**src/rtl/core/base64_encoder_macros.svh**
```systemverilog
// Assertion macros shared by the Base64 encoder RTL.
// Each macro expects a clock named clk and an active-low reset named rst_n in scope.
// No other dependencies.
`ifndef BASE64_ENCODER_MACROS_SVH
`define BASE64_ENCODER_MACROS_SVH

// Checks a property at every clock edge outside reset.
`define B64E_ASSERT(label, prop, msg) \
  label: assert property (@(posedge clk) disable iff (!rst_n) (prop)) else $error(msg);

// Checks that a condition in one cycle implies a consequence in the next.
`define B64E_ASSERT_NEXT(label, cond, conseq, msg) \
  label: assert property (@(posedge clk) disable iff (!rst_n) (cond) |=> (conseq)) \
    else $error(msg);

`endif

```
**src/rtl/core/b64e_pkg.sv**
```systemverilog
// Package for the Base64 encoder: request and result types, queue entry type,
// group phase encoding and the sextet-to-ASCII alphabet function.
// Used by every module of the encoder; it depends on nothing.
package b64e_pkg;

  // Input request: one raw message byte.
  typedef struct packed {
    logic [7:0] data_byte;
    logic       is_final;
  } in_t;

  // Result: one ASCII character of the encoded text.
  typedef struct packed {
    logic [6:0] code_char;
    logic       end_of_text;
  } out_t;

  localparam int unsigned CharW    = 7;
  localparam int unsigned MaxChars = 4;
  localparam int unsigned QDepth   = 4;
  localparam int unsigned QPtrW    = $clog2(QDepth);
  localparam int unsigned QCntW    = $clog2(QDepth + 1);

  localparam logic [CharW-1:0] PadChar = 7'h3D;

  // One classified byte: up to four characters and the index of the last one.
  typedef struct packed {
    logic [MaxChars-1:0][CharW-1:0] chars;
    logic [1:0]                     last_idx;
    logic                           is_final;
  } job_t;

  // Position of the next byte within its three-byte group.
  typedef enum logic [2:0] {
    PH0 = 3'b001,
    PH1 = 3'b010,
    PH2 = 3'b100
  } phase_t;

  // Maps a sextet to its character in the standard alphabet.
  function automatic logic [CharW-1:0] sextet_char(input logic [5:0] v);
    logic [CharW-1:0] c;
    case (v) inside
      [6'd0:6'd25]:  c = {1'b0, v} + 7'd65;
      [6'd26:6'd51]: c = {1'b0, v} + 7'd71;
      [6'd52:6'd61]: c = {1'b0, v} - 7'd4;
      6'd62:         c = 7'h2B;
      default:       c = 7'h2F;
    endcase
    return c;
  endfunction

endpackage

```
**src/rtl/core/b64e_front.sv**
```systemverilog
// Front end of the Base64 encoder: accepts byte requests, tracks the group
// phase and leftover bits, and turns each byte into a queue entry of characters.
// Depends on b64e_pkg and base64_encoder_macros.svh.
`include "base64_encoder_macros.svh"

module b64e_front (
  input  logic            clk,
  input  logic            rst_n,
  input  logic            in_valid,
  output logic            in_stall,
  input  b64e_pkg::in_t   in_data,
  input  logic            q_full,
  output logic            q_push,
  output b64e_pkg::job_t  q_job
);

  b64e_pkg::phase_t phase_r, phase_nxt;
  logic [3:0]       left_r, left_nxt;
  logic [7:0]       b;
  logic             fin;

  assign b        = in_data.data_byte;
  assign fin      = in_data.is_final;
  assign in_stall = q_full;
  assign q_push   = in_valid && !q_full;

  // Classify the byte by phase and build its characters.
  always_comb begin
    q_job          = '0;
    q_job.is_final = fin;
    phase_nxt      = phase_r;
    left_nxt       = left_r;
    case (phase_r)
      b64e_pkg::PH1: begin
        q_job.chars[0] = b64e_pkg::sextet_char({left_r[1:0], b[7:4]});
        if (fin) begin
          q_job.chars[1] = b64e_pkg::sextet_char({b[3:0], 2'b00});
          q_job.chars[2] = b64e_pkg::PadChar;
          q_job.last_idx = 2'd2;
          phase_nxt      = b64e_pkg::PH0;
          left_nxt       = '0;
        end else begin
          q_job.last_idx = 2'd0;
          phase_nxt      = b64e_pkg::PH2;
          left_nxt       = b[3:0];
        end
      end
      b64e_pkg::PH2: begin
        q_job.chars[0] = b64e_pkg::sextet_char({left_r, b[7:6]});
        q_job.chars[1] = b64e_pkg::sextet_char(b[5:0]);
        q_job.last_idx = 2'd1;
        phase_nxt      = b64e_pkg::PH0;
        left_nxt       = '0;
      end
      default: begin
        q_job.chars[0] = b64e_pkg::sextet_char(b[7:2]);
        if (fin) begin
          q_job.chars[1] = b64e_pkg::sextet_char({b[1:0], 4'b0000});
          q_job.chars[2] = b64e_pkg::PadChar;
          q_job.chars[3] = b64e_pkg::PadChar;
          q_job.last_idx = 2'd3;
          phase_nxt      = b64e_pkg::PH0;
          left_nxt       = '0;
        end else begin
          q_job.last_idx = 2'd0;
          phase_nxt      = b64e_pkg::PH1;
          left_nxt       = {2'b00, b[1:0]};
        end
      end
    endcase
  end

  // Phase and leftover bits advance on every accepted request.
  always_ff @(posedge clk) begin
    if (!rst_n) begin
      phase_r <= b64e_pkg::PH0;
      left_r  <= '0;
    end else if (q_push) begin
      phase_r <= phase_nxt;
      left_r  <= left_nxt;
    end
  end

  `B64E_ASSERT_NEXT(a_final_restarts, q_push && fin, phase_r == b64e_pkg::PH0 && left_r == 4'd0, "Final byte did not return the encoder to the start of a group")
  `B64E_ASSERT(a_left_fits, phase_r != b64e_pkg::PH1 || left_r[3:2] == 2'b00, "More than two leftover bits after the first byte of a group")

endmodule

```
**src/rtl/core/b64e_fifo.sv**
```systemverilog
// Short queue between the front and back ends of the Base64 encoder.
// Holds classified bytes in flip-flops; depends on b64e_pkg and the macro header.
`include "base64_encoder_macros.svh"

module b64e_fifo (
  input  logic            clk,
  input  logic            rst_n,
  input  logic            push,
  input  b64e_pkg::job_t  push_job,
  output logic            full,
  input  logic            pop,
  output logic            empty,
  output b64e_pkg::job_t  head_job
);

  b64e_pkg::job_t                   mem_r [b64e_pkg::QDepth];
  logic [b64e_pkg::QPtrW-1:0]       wr_ptr_r, wr_ptr_nxt;
  logic [b64e_pkg::QPtrW-1:0]       rd_ptr_r, rd_ptr_nxt;
  logic [b64e_pkg::QCntW-1:0]       cnt_r, cnt_nxt;

  assign full     = (cnt_r == b64e_pkg::QCntW'(b64e_pkg::QDepth));
  assign empty    = (cnt_r == '0);
  assign head_job = mem_r[rd_ptr_r];

  // Pointer and fill count updates.
  always_comb begin
    wr_ptr_nxt = wr_ptr_r;
    rd_ptr_nxt = rd_ptr_r;
    cnt_nxt    = cnt_r;
    if (push) begin
      wr_ptr_nxt = wr_ptr_r + 1'b1;
    end
    if (pop) begin
      rd_ptr_nxt = rd_ptr_r + 1'b1;
    end
    if (push && !pop) begin
      cnt_nxt = cnt_r + 1'b1;
    end else if (pop && !push) begin
      cnt_nxt = cnt_r - 1'b1;
    end
  end

  always_ff @(posedge clk) begin
    if (!rst_n) begin
      wr_ptr_r <= '0;
      rd_ptr_r <= '0;
      cnt_r    <= '0;
    end else begin
      wr_ptr_r <= wr_ptr_nxt;
      rd_ptr_r <= rd_ptr_nxt;
      cnt_r    <= cnt_nxt;
    end
  end

  // Entry storage needs no reset.
  always_ff @(posedge clk) begin
    if (push) begin
      mem_r[wr_ptr_r] <= push_job;
    end
  end

  `B64E_ASSERT(a_no_overflow, !(push && full), "Push into a full queue")
  `B64E_ASSERT(a_no_underflow, !(pop && empty), "Pop from an empty queue")
  `B64E_ASSERT(a_ptr_track, cnt_r == b64e_pkg::QCntW'(b64e_pkg::QDepth) || b64e_pkg::QPtrW'(wr_ptr_r - rd_ptr_r) == cnt_r[b64e_pkg::QPtrW-1:0], "Fill count disagrees with pointers")

endmodule

```
**src/rtl/core/b64e_back.sv**
```systemverilog
// Back end of the Base64 encoder: walks the characters of the queue head one per
// cycle into the output register unless stalled; uses b64e_pkg and the macro header.
`include "base64_encoder_macros.svh"

module b64e_back (
  input  logic            clk,
  input  logic            rst_n,
  input  logic            q_empty,
  input  b64e_pkg::job_t  q_head,
  output logic            q_pop,
  output logic            out_valid,
  input  logic            out_stall,
  output b64e_pkg::out_t  out_char
);

  logic [1:0]      idx_r, idx_nxt;
  logic            out_valid_r, out_valid_nxt;
  b64e_pkg::out_t  out_char_r;
  logic            load;
  logic            cur_last;

  // The output register takes a new character when empty or being drained.
  assign load     = !q_empty && (!out_valid_r || !out_stall);
  assign cur_last = (idx_r == q_head.last_idx);
  assign q_pop    = load && cur_last;

  always_comb begin
    idx_nxt       = idx_r;
    out_valid_nxt = out_valid_r;
    if (load) begin
      idx_nxt       = cur_last ? 2'd0 : idx_r + 2'd1;
      out_valid_nxt = 1'b1;
    end else if (!out_stall) begin
      out_valid_nxt = 1'b0;
    end
  end

  always_ff @(posedge clk) begin
    if (!rst_n) begin
      idx_r       <= '0;
      out_valid_r <= 1'b0;
    end else begin
      idx_r       <= idx_nxt;
      out_valid_r <= out_valid_nxt;
    end
  end

  // Character payload.
  always_ff @(posedge clk) begin
    if (load) begin
      out_char_r.code_char   <= q_head.chars[idx_r];
      out_char_r.end_of_text <= q_head.is_final && cur_last;
    end
  end

  assign out_valid = out_valid_r;
  assign out_char  = out_char_r;

  `B64E_ASSERT(a_idx_bound, q_empty || idx_r <= q_head.last_idx, "Character index out of range")

endmodule

```
**src/rtl/core/base64_encoder.sv**
```systemverilog
// Top level of the streaming Base64 encoder (standard alphabet, '=' padding).
// Instantiates b64e_front, b64e_fifo and b64e_back; types come from b64e_pkg.
//
// Usage: each input request carries one message byte and is_final, which marks
// the last byte of a message. Each result carries one ASCII character; the last
// character of a message (including padding) has end_of_text set. Both channels
// use valid and stall, and an item moves at a clock edge with valid high and
// stall low.
// Path: an accepted byte is written into the queue entry, and the output register
// then takes its characters one a cycle while the receiver does not stall.
// Throughput: the output register sends one character per cycle while the receiver
// does not stall. Within a message two bytes of each group yield one character
// and the third yields two, so a long message gives four characters per three
// bytes; a final byte yields up to four characters. A four-entry queue lets bytes
// enter one per cycle until it fills; in_stall is high while it is full.
// Reset (synchronous, rst_n low) empties the queue and output register and
// starts a new three-byte group. While the receiver stalls, the output
// character holds and the queue absorbs further bytes before in_stall rises.

module base64_encoder (
  input  logic            clk,
  input  logic            rst_n,
  input  logic            in_valid,
  output logic            in_stall,
  input  b64e_pkg::in_t   in_data,
  output logic            out_valid,
  input  logic            out_stall,
  output b64e_pkg::out_t  out_char
);

  b64e_pkg::job_t  push_job;
  b64e_pkg::job_t  head_job;
  logic            push;
  logic            pop;
  logic            full;
  logic            empty;

  b64e_front u_front (
    .clk      (clk),
    .rst_n    (rst_n),
    .in_valid (in_valid),
    .in_stall (in_stall),
    .in_data  (in_data),
    .q_full   (full),
    .q_push   (push),
    .q_job    (push_job)
  );

  b64e_fifo u_fifo (
    .clk      (clk),
    .rst_n    (rst_n),
    .push     (push),
    .push_job (push_job),
    .full     (full),
    .pop      (pop),
    .empty    (empty),
    .head_job (head_job)
  );

  b64e_back u_back (
    .clk       (clk),
    .rst_n     (rst_n),
    .q_empty   (empty),
    .q_head    (head_job),
    .q_pop     (pop),
    .out_valid (out_valid),
    .out_stall (out_stall),
    .out_char  (out_char)
  );

endmodule

```
**config.mk**
```make
export PLATFORM = sky130hd
export DESIGN_NAME = base64_encoder
export DESIGN_NICKNAME = d
export VERILOG_FILES = /design/src/rtl/core/b64e_pkg.sv /design/src/rtl/core/b64e_front.sv /design/src/rtl/core/b64e_fifo.sv /design/src/rtl/core/b64e_back.sv /design/src/rtl/core/base64_encoder.sv
export VERILOG_INCLUDE_DIRS = /design/src /design/src/rtl/core
export SDC_FILE = /design/constraint.sdc
export NUM_CORES = 1
export LEC_CHECK = 0
export ABC_AREA = 1
export BUFFER_PORTS_ARGS = -buffer_cell sky130_fd_sc_hd__buf_2
export CAP_MARGIN = 20
export CORE_ASPECT_RATIO = 0.6
export CORE_MARGIN = 1
export CORE_UTILIZATION = 50
export CTS_BUF_LIST = sky130_fd_sc_hd__clkbuf_8 sky130_fd_sc_hd__clkbuf_16
export CTS_CLUSTER_DIAMETER = 200
export CTS_CLUSTER_SIZE = 20
export DETAILED_ROUTE_END_ITERATION = 10
export GPL_ROUTABILITY_DRIVEN = 0
export HOLD_SLACK_MARGIN = 0.15
export PLACE_DENSITY = 0.68
export SLEW_MARGIN = 10
export SYNTH_ARGS = -nofsm -noshare
export SYNTH_HDL_FRONTEND = slang
export SYNTH_SLANG_ARGS = --single-unit
```
**constraint.sdc**
```tcl
create_clock -name clk -period 3.7 [get_ports clk]
set_input_delay 0.74 -clock clk [delete_from_list [all_inputs] [get_ports clk]]
set_output_delay 0.74 -clock clk [all_outputs]
set_load 0.01 [all_outputs]
```
=== Yosys cells after proc, flatten, opt, wreduce, memory -nomap -nowiden ===
Memories as Yosys holds them, arrays and structs flattened. A register that Yosys moved wholly into a read port is not among the register bits.
Index checks and enable logic that the tools add are counted.
W data, S select, Z words.

* Reductions and logical operators: 34
* Multiplexer cells: 46
* $lt $le $gt $ge: 37
* Eq/ne operators: 9
* $add $sub $neg: 23

{| class="wikitable"
|+ Operators with widths
! kind !! number
|-
| $mux W7 || 19
|-
| $add A6 B7 Y7 const B || 12
|-
| $le A6 B6 Y1 const B || 12
|-
| $sub A6 B3 Y7 const B || 6
|-
| $ge A6 B1 Y1 const B || 6
|-
| $ge A6 B5 Y1 const B || 6
|-
| $ge A6 B6 Y1 const B || 6
|-
| $le A6 B5 Y1 const B || 6
|-
| $pmux W16 S2 || 1
|-
| $eq A6 B6 Y1 const B || 4
|-
| $logic_and A1 B1 Y1 || 24
|-
| $mux W3 || 7
|-
| $mux W20 || 1
|-
| $bmux W7 S2 || 1
|-
| $mux W2 || 7
|-
| $pmux W7 S2 || 1
|-
| $mux W13 || 1
|-
| $pmux W4 S2 || 1
|-
| $add A2 B1 Y2 const B || 3
|-
| $eq A3 B3 Y1 const B || 2
|-
| $logic_not A1 Y1 || 6
|-
| $mux W6 || 1
|-
| $pmux W3 S2 || 1
|-
| $mux W1 || 4
|-
| 11 further kinds || 11
|}

* Flip-flop bits (word level): 25
* Output and inout bits: 10
* Word-level logic and storage cells: 159
* Input port bits: 13
* Bits in writable memories: 120
* Memories: 1

{| class="wikitable"
|+ Memories
! name !! words !! width !! read ports !! clocked after memory_dff !! write ports !! line !! RTL
|-
| u_fifo.mem_r || 4 || 30 || 1 || 1 || 1 || b64e_fifo.sv:16 || <nowiki>b64e_pkg::job_t mem_r [b64e_pkg::QDepth];</nowiki>
|}

=== Logic depth before layout (Yosys ltp) ===
Gate-level depths: netlist of run 1.

* Word-level depth: 7
* Depth in mapped cells: 15
* Mapped depth without buffers: 14

=== By module ===
From an unflattened synthesis of run 1, not the netlist that was laid out.

* Cell total of the unflattened synthesis: 960
* Area, all modules: 8,662.1 um^2

{| class="wikitable"
|+ By module, submodules not included
! module !! times used !! seq. area each (um^2) !! cells each !! area each (um^2)
|-
| b64e_fifo || 1 || 3,903.7 || 358 || 5,083.6
|-
| b64e_front || 1 || 140.1 || 523 || 2,921.6
|-
| b64e_back || 1 || 300.3 || 79 || 656.9
|}

=== Least setup slack after synthesis of run 1 ===
No wires, ideal clock.

* Path type: in2reg
* From: in in_data[3] (netlist bit)
* To: mem u_fifo.mem_r[0][12] (netlist bit) (data pin)
* Path slack: 1.415 ns
* Arrival time: 2.006 ns
* Setup time: 0.279 ns
* Stages: 10
* Data required time: 3.421 ns
* Cells stage by stage: buf_4 -> inv_2 -> ha_1 -> and3_1 -> o21ai_1 -> nand2_2 -> nand2_1 -> nand3_1 -> nand2_1 -> nand3_1

{| class="wikitable"
|+ RTL lines
! what !! line !! RTL
|-
| start, declared || base64_encoder.sv:25 || <nowiki>input b64e_pkg::in_t in_data,</nowiki>
|-
| end, declared || b64e_fifo.sv:16 ||
|}

=== Final worst setup path of run 1 ===
* From: reg u_back.idx_r[0]
* To: reg u_fifo.cnt_r[2] (netlist bit)

* Cells in the longest elaborated chain, start to end: 5
* Elaborated cells between the ends (all ways): 7
* Those cells by class: eq/ne: 1; mux: 1; reduce/logical: 5

{| class="wikitable"
|+ Ends and longest elaborated chain
! what !! line !! RTL
|-
| start, declared || b64e_back.sv:16 || <nowiki>logic [1:0] idx_r, idx_nxt;</nowiki>
|-
| start signal, assigned || b64e_back.sv:43 || <nowiki>idx_r <= idx_nxt;</nowiki>
|-
| $eq A2 B2 Y1 (*) || b64e_back.sv:24 || <nowiki>assign cur_last = (idx_r == q_head.last_idx);</nowiki>
|-
| $logic_and A1 B1 Y1 (*) || b64e_back.sv:25 || <nowiki>assign q_pop = load && cur_last;</nowiki>
|-
| $logic_not A1 Y1 || b64e_fifo.sv:36 || <nowiki>if (push && !pop) begin</nowiki>
|-
| $logic_and A1 B1 Y1 || b64e_fifo.sv:36 ||
|-
| $mux W3 / $reduce_bool A2 Y1 (equally long branches) || n/a ||
|-
| end signal, assigned || b64e_fifo.sv:51 || <nowiki>cnt_r <= cnt_nxt;</nowiki>
|-
| end, declared || b64e_fifo.sv:19 || <nowiki>logic [b64e_pkg::QCntW-1:0] cnt_r, cnt_nxt;</nowiki>
|}

Every way passes the cells marked *; elsewhere a longest branch is shown, timed or not.
A chain may end at the register's enable or synchronous reset.

==> results.cfg, run 1 <==
[hold_path]
hold_class = reg -> reg
min_path_cells = 2

[die]
num_rows = 31
coreArea_um2 = 12300
dieArea_um2 = 13400
die_w_um = 149
io_pins = 23
initial_core_util = 0.526
die_y_um = 90.2

[synthesis]
syn-instance-count = 804
yosys.area.top_type_share = 0.370
synth-seq-cells = 99
synth_ff_type = edfxtp_1
synth-edff-count = 80
synth_async_sr_flop_share = 0
syn_area_per_cell_um2 = 8.07
yosysUniqueCellTypes = 41
synth.area.top_cells = edfxtp_1 (37%), nand2_1 (11%), ha_1 (6.9%)
yosysSeqAreaShare = 0.429
yosysWarningCount = 0
netlist_area_um2 = 6490
syn_nets = 854
yosys.area.top_type = edfxtp_1

[clock_tree]
htree_levels = 3
clkLatencyLatePin_ns = 0.35
cts_tree = built
cts_setup_buffers = 0
cts_inserted_buffers = 9
cts_sinks = 99
cts_root_buf = clkbuf_16
ctsResizeCount = 0
clk_pin_slew_ns = 0.07
cts_buffer_depth = 2
ctsHoldBuffers = 0

[route]
drtPass1Iterations = 7
postRouteAntennaNets = 0
routed_wl_um = 17700
drc = 0
vias = 5696
wl_per_cell_um = 17.9
vias_per_cell = 5.77
drtIter0Drc = 636

[worst_setup_path]
path_class = reg -> reg
critPathRequiredTime_ns = 3.93
worst-r2r-setup-slack_ns = 0.85
cp-end-kind = flip-flop
worstSetupStartpointType = flip-flop
ff2ff_path_depth = 11
critPathLaunch = u_back.idx_r[0]$_SDFFE_PN0P_
crit_arrival_ns = 3.08
r2r-end = u_fifo.cnt_r[2]$_SDFFE_PN0P_
regToRegStartpoint = u_back.idx_r[0]$_SDFFE_PN0P_
crit_fanout = 11
crit_end = u_fifo.cnt_r[2]$_SDFFE_PN0P_

[timing]
setup_viol = 0
whs_ns = 0.504
finalClockSkew_ns = 0.00637
finalHoldViolCount = 0
slew_headroom = 0.553
finalSetupTns_ns = 0
period_share = 0.771
rsz0062_at_grt = false
max_freq_ghz = 0.351
slew_viol_final = 0
worst_pin_slew_ns = 0.669
fin_crit_ns = 2.85

[finish]
final_nets = 868
area_growth_pct = 8.58
mostFrequentLayoutCells = nand2_1 (188), nor2_1 (90), nand3_1 (85), edfxtp_1 (80), inv_1 (64)
final_cell_area_um2 = 7040
diodes = 0
mostFrequentLayoutCell = nand2_1
nFillCells = 1099
drive_above_1_share = 0.112

[placement]
numPortBuffers = 22
placed_cell_area_um2 = 6700
dpl.hpwl_um = 13300

[pwr]
ir_drop_mv = 0.262
seqPwrFrac = 0.404
pwr-share-comb = 0.319
power.share.clock = 0.276
switching_power_mw = 1.34
p_int_mw = 2.47
p_per_area_nw_per_um2 = 542
swShare = 0.352
p_leak_nw = 3.00

[global_routing]
grt_use_total = 0.276
busiest_layer = met1
antenna_found_initial = 0
grt_pass1_wl_um = 28000
use_met3 = 0.0721
grt_pass1_vias = 5310
grt-ovfl-total = 0
use_met1 = 0.433
grt_max_degree = 37
met2_usage = 0.370

[outcome]
status = complete, no violations

[flow_run]
drv_cap = 0
-- synth_stat cells (2+ instances only) --
cell type,number
o22ai_1,6
o21ai_1,6
o221ai_1,9
or2_0,2
nand3_1,85
buf_4,5
nand2_2,10
inv_2,19
a21oi_1,31
xor2_1,23
ha_1,36
nor3_1,2
a31oi_1,3
nor2_1,90
clkbuf_1,8
nand2_4,3
nand4_1,9
buf_6,3
o21ai_0,61
clkinv_1,3
xnor2_1,3
inv_4,2
inv_1,63
dfxtp_1,19
nand3_2,4
nand3b_1,4
buf_2,11
o211ai_1,4
edfxtp_1,80
a21oi_2,2
nand2_1,188
-- power groups by stage --
stage	combinational, mW	clock (mW)	sequential [mW]
after floorplan	0.844	0	1.55
after global placement	1.17	0	1.56
after detailed placement	1.20	0	1.57
after CTS	1.21	1.07	1.54
after global routing	1.36	1.11	1.56
final	1.22	1.06	1.54
-- state kept, by name, indices dropped and copies added, names as in the netlist, named ones only --
| signal | flops |
|---|---|
| u_back.out_valid | 1 |
| u_front.left_r | 4 |
| u_fifo.wr_ptr_r | 2 |
| u_fifo.mem_r | 72 |
| u_back.out_char | 8 |
| u_front.phase_r | 3 |
| u_fifo.rd_ptr_r | 2 |
| u_fifo.cnt_r | 3 |
| u_back.idx_r | 2 |
-- per-stage QoR --
| stage | util | std cells | setup slack (ns) | total power [mW] |
|---|---|---|---|---|
| 6_report | 0.571 | 988 | 0.848 | 3.82 |
| 5_1_grt | 0.571 | 988 | 0.679 | 4.03 |
| 4_1_cts | 0.571 | 988 | 0.923 | 3.83 |
| 3_5_place_dp | 0.543 | 972 | 0.775 | 2.77 |
| 3_3_place_gp | 0.543 | 972 | 0.794 | 2.73 |
| 2_1_floorplan | - | 804 | 1.42 | 2.39 |
-- critical path: stages, from the launching register on --
cell and delay, ns:
dfxtp_1 0.67, clkinv_1 0.47, nand2_1 0.19, nand2_1 0.14, nand3_4 0.16, ha_1 0.16
inv_1 0.06, fa_1 0.38, a21oi_1 0.15, o21ai_0 0.13, o21ai_0 0.17, a21oi_1 0.05
-- how the worst min path moves through the flow --
stage / startpoint / endpoint / slack (ns)
5_1_grt: u_fifo.rd_ptr_r[1]$_SDFFE_PN0P_ / u_fifo.rd_ptr_r[1]$_SDFFE_PN0P_ / 0.55
2_1_floorplan: u_fifo.rd_ptr_r[1]$_SDFFE_PN0P_ / flip-flop / 0.47
6_report: u_fifo.rd_ptr_r[1]$_SDFFE_PN0P_ / u_fifo.rd_ptr_r[1]$_SDFFE_PN0P_ / 0.50
3_5_place_dp: u_fifo.rd_ptr_r[1]$_SDFFE_PN0P_ / flip-flop / 0.49
4_1_cts: u_fifo.rd_ptr_r[1]$_SDFFE_PN0P_ / u_fifo.rd_ptr_r[1]$_SDFFE_PN0P_ / 0.50
3_3_place_gp: u_fifo.rd_ptr_r[1]$_SDFFE_PN0P_ / u_fifo.rd_ptr_r[1]$_SDFFE_PN0P_ / 0.49
-- cell families after synthesis --
group	count (synthesis)	share of synthesized area
AO/OA/AOI/OAI	125	0.111
AND/OR/NAND/NOR	401	0.270
XOR/XNOR	27	0.0394
adder cells (fa/ha/maj)	37	0.0725
buffers and inverters	115	0.0774
flip-flops	99	0.429
-- cell type report --
class / count / area, um2 / share of cell area
timing repair buffer: 31 / 178 / 0.0252
sequential: 99 / 2780 / 0.395
inverter: 87 / 332 / 0.0471
clock buffer: 9 / 225 / 0.0320
multi-input combinational: 590 / 3200 / 0.455
tap: 165 / 206 / 0.0293
clock inverter: 7 / 118 / 0.0167
-- layer usage --
metal | part of all wire | vias to the layer above
met5 | 0 | -
met4 | 0.0085 | 0
met3 | 0.11 | 16
met2 | 0.40 | 268
met1 | 0.48 | 2696
li1 | - | 2716
No activity file was read; power rests on OpenSTA's default activity.
==> inputs of run 2 (changes only) <==
- ABC_AREA: 1 -> 0
- clock period: 3.7 -> 2.9 ns (I/O delays scaled with it)
==> run 2 against run 1 <==
  * Sequential cell count unchanged
  * Largest power group unchanged
  * Final cell count fell by 17%
  * Largest cell class unchanged
  * Synthesized cell count down 29%
  * Area after synthesis is 3.6% lower
==> results.cfg, run 2 <==
[synthesis]
synth-seq-cells = 99
yosysSeqAreaShare = 0.445
synth.area.top_cells = edfxtp_1 (38%), ha_1 (7.2%), mux4_2 (6.5%)
syn_area_per_cell_um2 = 10.9
synth_async_sr_flop_share = 0
yosys.area.top_type_share = 0.384
yosysWarningCount = 0
yosysUniqueCellTypes = 75
yosysMostFrequentCell = edfxtp_1
synth_ff_type = edfxtp_1
synth-edff-count = 80
syn_nets = 623
yosys.area.top_type = edfxtp_1
synth_commonest_cells = edfxtp_1 (80), ha_1 (36), nor2_1 (36)
syn-instance-count = 573
netlist_area_um2 = 6250

[worst_setup_path]
worst-r2r-setup-slack_ns = 0.17
r2r-end = u_fifo.cnt_r[2]$_SDFFE_PN0P_
critPathRequiredTime_ns = 3.17
crit_end = u_fifo.cnt_r[2]$_SDFFE_PN0P_
worstSetupStartpointType = flip-flop
cp-end-kind = flip-flop
crit_arrival_ns = 3.00
path_class = reg -> reg
ff2ff_path_depth = 10
crit_fanout = 4

[finish]
diodes = 0
drive_above_1_share = 0.222
regMostFlops = u_fifo.mem_r
mostFrequentLayoutCell = edfxtp_1
final_nets = 697
mostFrequentLayoutCells = edfxtp_1 (80), buf_4 (70), nor2_1 (36), ha_1 (36), nand2_1 (35)
area_growth_pct = 17.0
largest_reg_flops = 72

[timing]
max_freq_ghz = 0.366
slew_viol_final = 0
finalHoldViolCount = 0
finalClockSkew_ns = 0.00990
slew_headroom = 0.539
worst_pin_slew_ns = 0.686
timing.final.ws_setup_ns = 0.168
fin_crit_ns = 2.73
setup_viol = 0
period_share = 0.942

[die]
initial_core_util = 0.515
die_y_um = 88.6
io_pins = 23
die_w_um = 146
dieArea_um2 = 13000
coreArea_um2 = 12100
num_rows = 31

[clock_tree]
cts_root_buf = clkbuf_16
cts_sinks = 99
ctsHoldBuffers = 0
cts_inserted_buffers = 9
clkLatencyLatePin_ns = 0.34
clk_pin_slew_ns = 0.07
cts_tree = built
cts_buffer_depth = 2
htree_levels = 3

[global_routing]
grt_use_total = 0.267
grt_max_degree = 20
grt-ovfl-total = 0
grt_pass1_vias = 4767
grt_pass1_wl_um = 26100
antenna_found_initial = 0

[route]
vias = 5098
wl_per_cell_um = 20.3
drtIter0Drc = 747
postRouteAntennaNets = 0
drtPass1Iterations = 6
drc = 0
vias_per_cell = 6.24
routed_wl_um = 16600

[pwr]
power.share.clock = 0.257
p_int_mw = 3.21
power_mw = 4.71
ir_drop_mv = 0.343
switching_power_mw = 1.50
swShare = 0.318
p_leak_nw = 2.76
p_per_area_nw_per_um2 = 643
seqPwrFrac = 0.415
pwr-share-comb = 0.329

[placement]
numPortBuffers = 22
pre_cts_ws_ns = -0.103
dpl.hpwl_um = 12600

[hold_path]
hold_class = reg -> reg
worstHoldStart = u_back.out_valid$_SDFFE_PN0P_

[outcome]
status = complete, no violations

[flow_run]
drv_cap = 0
## run 2: changes by cell type in the layout (fill, tap and decap cells not counted), sizes merged, moves of 13 or more
cell / delta
buf: +62
nor2b: +13
mux4: +18
inv: -57
o21ai: -33
nand3: -74
nand2: -166
nor2: -55
nor3: +14
xnor2: +20
and2: +15
a21oi: -13
xor2: -21
## run 2: how the worst min path moves through the flow
stage | end | slack (ns) | depth (start not counted)
final | u_back.out_valid$_SDFFE_PN0P_ | 0.50 | 2
after floorplan | u_fifo.cnt_r[2]$_SDFFE_PN0P_ | 0.47 | 2
after global placement | u_back.out_valid$_SDFFE_PN0P_ | 0.46 | 2
after CTS | u_back.out_valid$_SDFFE_PN0P_ | 0.51 | 2
after global routing | u_back.out_valid$_SDFFE_PN0P_ | 0.54 | 3
after detailed placement | u_back.out_valid$_SDFFE_PN0P_ | 0.50 | 2
## run 2: final cells by class
cell class	count	area [um2]
Fill cell	958	4820
Multi-Input combinational cell	419	3260
Clock inverter	6	63.8
Inverter	25	93.8
Tap cell	165	206
Clock buffer	10	250
Sequential cell	99	2790
Timing Repair Buffer	93	656
## run 2: per-layer routing
| layer | share of wire | GRT usage | vias up |
|---|---|---|---|
| met5 | 0.0047 | 0.0429 | - |
| met4 | 0.015 | 0.0521 | 2 |
| met3 | 0.11 | 0.0907 | 35 |
| met2 | 0.40 | 0.373 | 291 |
| met1 | 0.47 | 0.395 | 2439 |
| li1 | - | - | 2331 |
## run 2: power groups by stage
stage          clock, mW  sequential [mW]  combinational (mW)
2_1_floorplan          0             1.99               0.991
3_3_place_gp           0             1.96                1.48
3_5_place_dp           0             1.98                1.52
4_1_cts             1.23             1.95                1.53
5_1_grt             1.30             1.98                1.68
6_report            1.21             1.95                1.55
## run 2: critical path: stages (launching register included)
cell and delay (ns):
dfxtp_4 0.39, mux4_2 0.56, xnor2_1 0.16, and2_1 0.17
nand2_1 0.12, ha_1 0.20, inv_1 0.06, fa_1 0.37
xor2_1 0.18, or3_1 0.30, a21boi_0 0.16
## run 2: kinds of logic (layout without fill, tap and decap cells)
group,count (synthesis),count (layout),synth area share
muxes,34,34,0.0912
adders and majority gates,37,37,0.0752
DFF,99,99,0.445
and+or+nand+nor,173,173,0.145
buffers and inverters,55,134,0.0352
xor gates and xnor gates,26,26,0.0364
AOI/OAI and AO/OA,149,149,0.172
## run 2: what timing repair did
| action | CTS | global route |
|---|---|---|
| gates resized for setup | 0 | 3 |
| endpoints found under the setup margin | 0 | 5 |
| endpoints found under the hold margin | 0 | 0 |
| setup buffers | 0 | 1 |
## run 2: metrics by stage
step | TNS, ns | hold slack (ns) | util | instances | cell area [um2]
finish | 0 | 0.505 | 0.603 | 817 | 7320
global route | -0.00556 | 0.536 | 0.603 | 817 | 7320
CTS | 0 | 0.511 | 0.601 | 816 | 7300
detailed placement | -0.544 | 0.500 | 0.575 | 800 | 6980
global placement | -0.939 | 0.460 | 0.575 | 800 | 6980
floorplan | 0 | 0.472 | - | 573 | 6260
==> inputs of run 3 (changes only) <==
- REMOVE_ABC_BUFFERS: not set -> 1
==> run 3 against run 2 <==
  * Sequential cell count unchanged
  * Combinational power decreased by 3%
  * Sequential share of layout area decreased by 0.061 points
  * Cell area increased by 0.21%
  * Hold slack got worse by 0.024 ns
  * Setup slack improved by 0.019 ns
  * Largest power group unchanged
==> results.cfg, run 3 (synthesis gave the netlist of run 2 again) <==
[timing]
whs_ns = 0.481
finalSetupTns_ns = 0
finalHoldViolCount = 0
max_freq_ghz = 0.369
finalClockSkew_ns = 0.00902
slew_viol_final = 0
period_share = 0.936
setup_viol = 0
fin_crit_ns = 2.71
slew_headroom = 0.626
rsz0062_at_grt = false
worst_pin_slew_ns = 0.561
timing.final.ws_setup_ns = 0.187

[global_routing]
grt_pass1_vias = 4816
grt_use_total = 0.262
antenna_found_initial = 0
grt-ovfl-total = 0
grt_max_degree = 20
grt_pass1_wl_um = 25800

[clock_tree]
clkLatencyLatePin_ns = 0.34
clk_pin_slew_ns = 0.07
cts_setup_buffers = 0
cts_inserted_buffers = 9
cts_buffer_depth = 2
cts_sinks = 99
cts_root_buf = clkbuf_16
htree_levels = 3
cts_tree = built

[finish]
drive_above_1_share = 0.226
final_nets = 699
largest_reg_flops = 72
seqCellArea_um2 = 2790
multi_input_area_um2 = 3250
fin_cells = 819
diodes = 0
mostFrequentLayoutCells = edfxtp_1 (80), buf_4 (72), nor2_1 (36), ha_1 (36), nand2_1 (34)
mostFrequentLayoutCell = edfxtp_1
regMostFlops = u_fifo.mem_r
nFillCells = 1013
area_growth_pct = 17.2

[placement]
pre_cts_ws_ns = -0.0337
numPortBuffers = 22
place_inst = 803
dpl.hpwl_um = 12400

[pwr]
ir_drop_mv = 0.321
p_per_area_nw_per_um2 = 641
p_leak_nw = 2.77

[route]
vias = 5104
vias_per_cell = 6.23
drtIter0Drc = 610
routed_wl_um = 16400
drc = 0
wl_per_cell_um = 20.0
drtPass1Iterations = 5
postRouteAntennaNets = 0

[worst_setup_path]
worst_path_max_delay_cell = mux4_2
critPathRequiredTime_ns = 3.17
worstSetupStartpointType = flip-flop
crit_fanout = 5
ff2ff_path_depth = 10
cp-end-kind = flip-flop
path_class = reg -> reg
cp_cell_sequence = mux4_2, xnor2_1, and2_1, nand2_2, ha_1, inv_1, fa_1, xor2_1, or3_1, a21boi_0
crit_arrival_ns = 2.98
max_stage_delay_ns = 0.53

[die]
num_rows = 31
initial_core_util = 0.515
die_w_um = 146
coreArea_um2 = 12100
io_pins = 23
die_y_um = 88.6
dieArea_um2 = 13000

[flow_run]
drv_cap = 0

[hold_path]
hold_class = reg -> reg
min_path_cells = 2

[outcome]
status = complete, no violations
-- run 3: area by class of cell --
cell class,instances,area share
multi-input cells,419,0.444
flip-flops and latches,99,0.380
repair buffers,95,0.0915
clock buffers,9,0.0307
well taps,165,0.0282
inverters,25,0.0128
clock inverters,7,0.0126
-- run 3: power breakdown --
part	switching (mW)	total (mW)	internal, mW
clock	0.541	1.23	0.693
sequential	0.104	1.96	1.85
combinational	0.821	1.51	0.688
-- run 3: worst max-delay path: cells and delay by family, from the launching register on --
kind	cells	cell delay, ns
compound gates	1	0.15
xor+xnor	2	0.33
fa+ha+maj	2	0.56
buf+inv	1	0.06
flops	1	0.38
mux	1	0.53
simple gates	3	0.63
-- run 3: layer usage --
metal	wire length, um	vias to the layer above	track usage
li1	-	2337	-
met1	7480	2464	0.371
met2	7090	266	0.403
met3	1490	37	0.0577
met4	348	0	0.0881
met5	0	-	0
-- run 3: what timing repair did --
action	CTS	global route
resized for setup	0	4
hold buffers	0	0
setup endpoints to repair	0	5
-- run 3: final timing paths --
kind	from	end	slack, ns
setup / recovery	flip-flop	u_fifo.cnt_r[2]$_SDFFE_PN0P_	0.19
hold / removal	u_back.out_valid$_SDFFE_PN0P_	u_back.out_valid$_SDFFE_PN0P_	0.48
setup reg to reg	flip-flop	u_fifo.cnt_r[2]$_SDFFE_PN0P_	0.19
hold reg to reg	u_back.out_valid$_SDFFE_PN0P_	u_back.out_valid$_SDFFE_PN0P_	0.48
-- run 3: through the flow --
stage	utilization	total power, mW	cell area, um2
global route	0.604	4.94	7330
detailed placement	0.577	3.48	7010
finish	0.604	4.70	7330
CTS	0.603	4.71	7320
floorplan	-	2.94	6130
global placement	0.577	3.43	7010
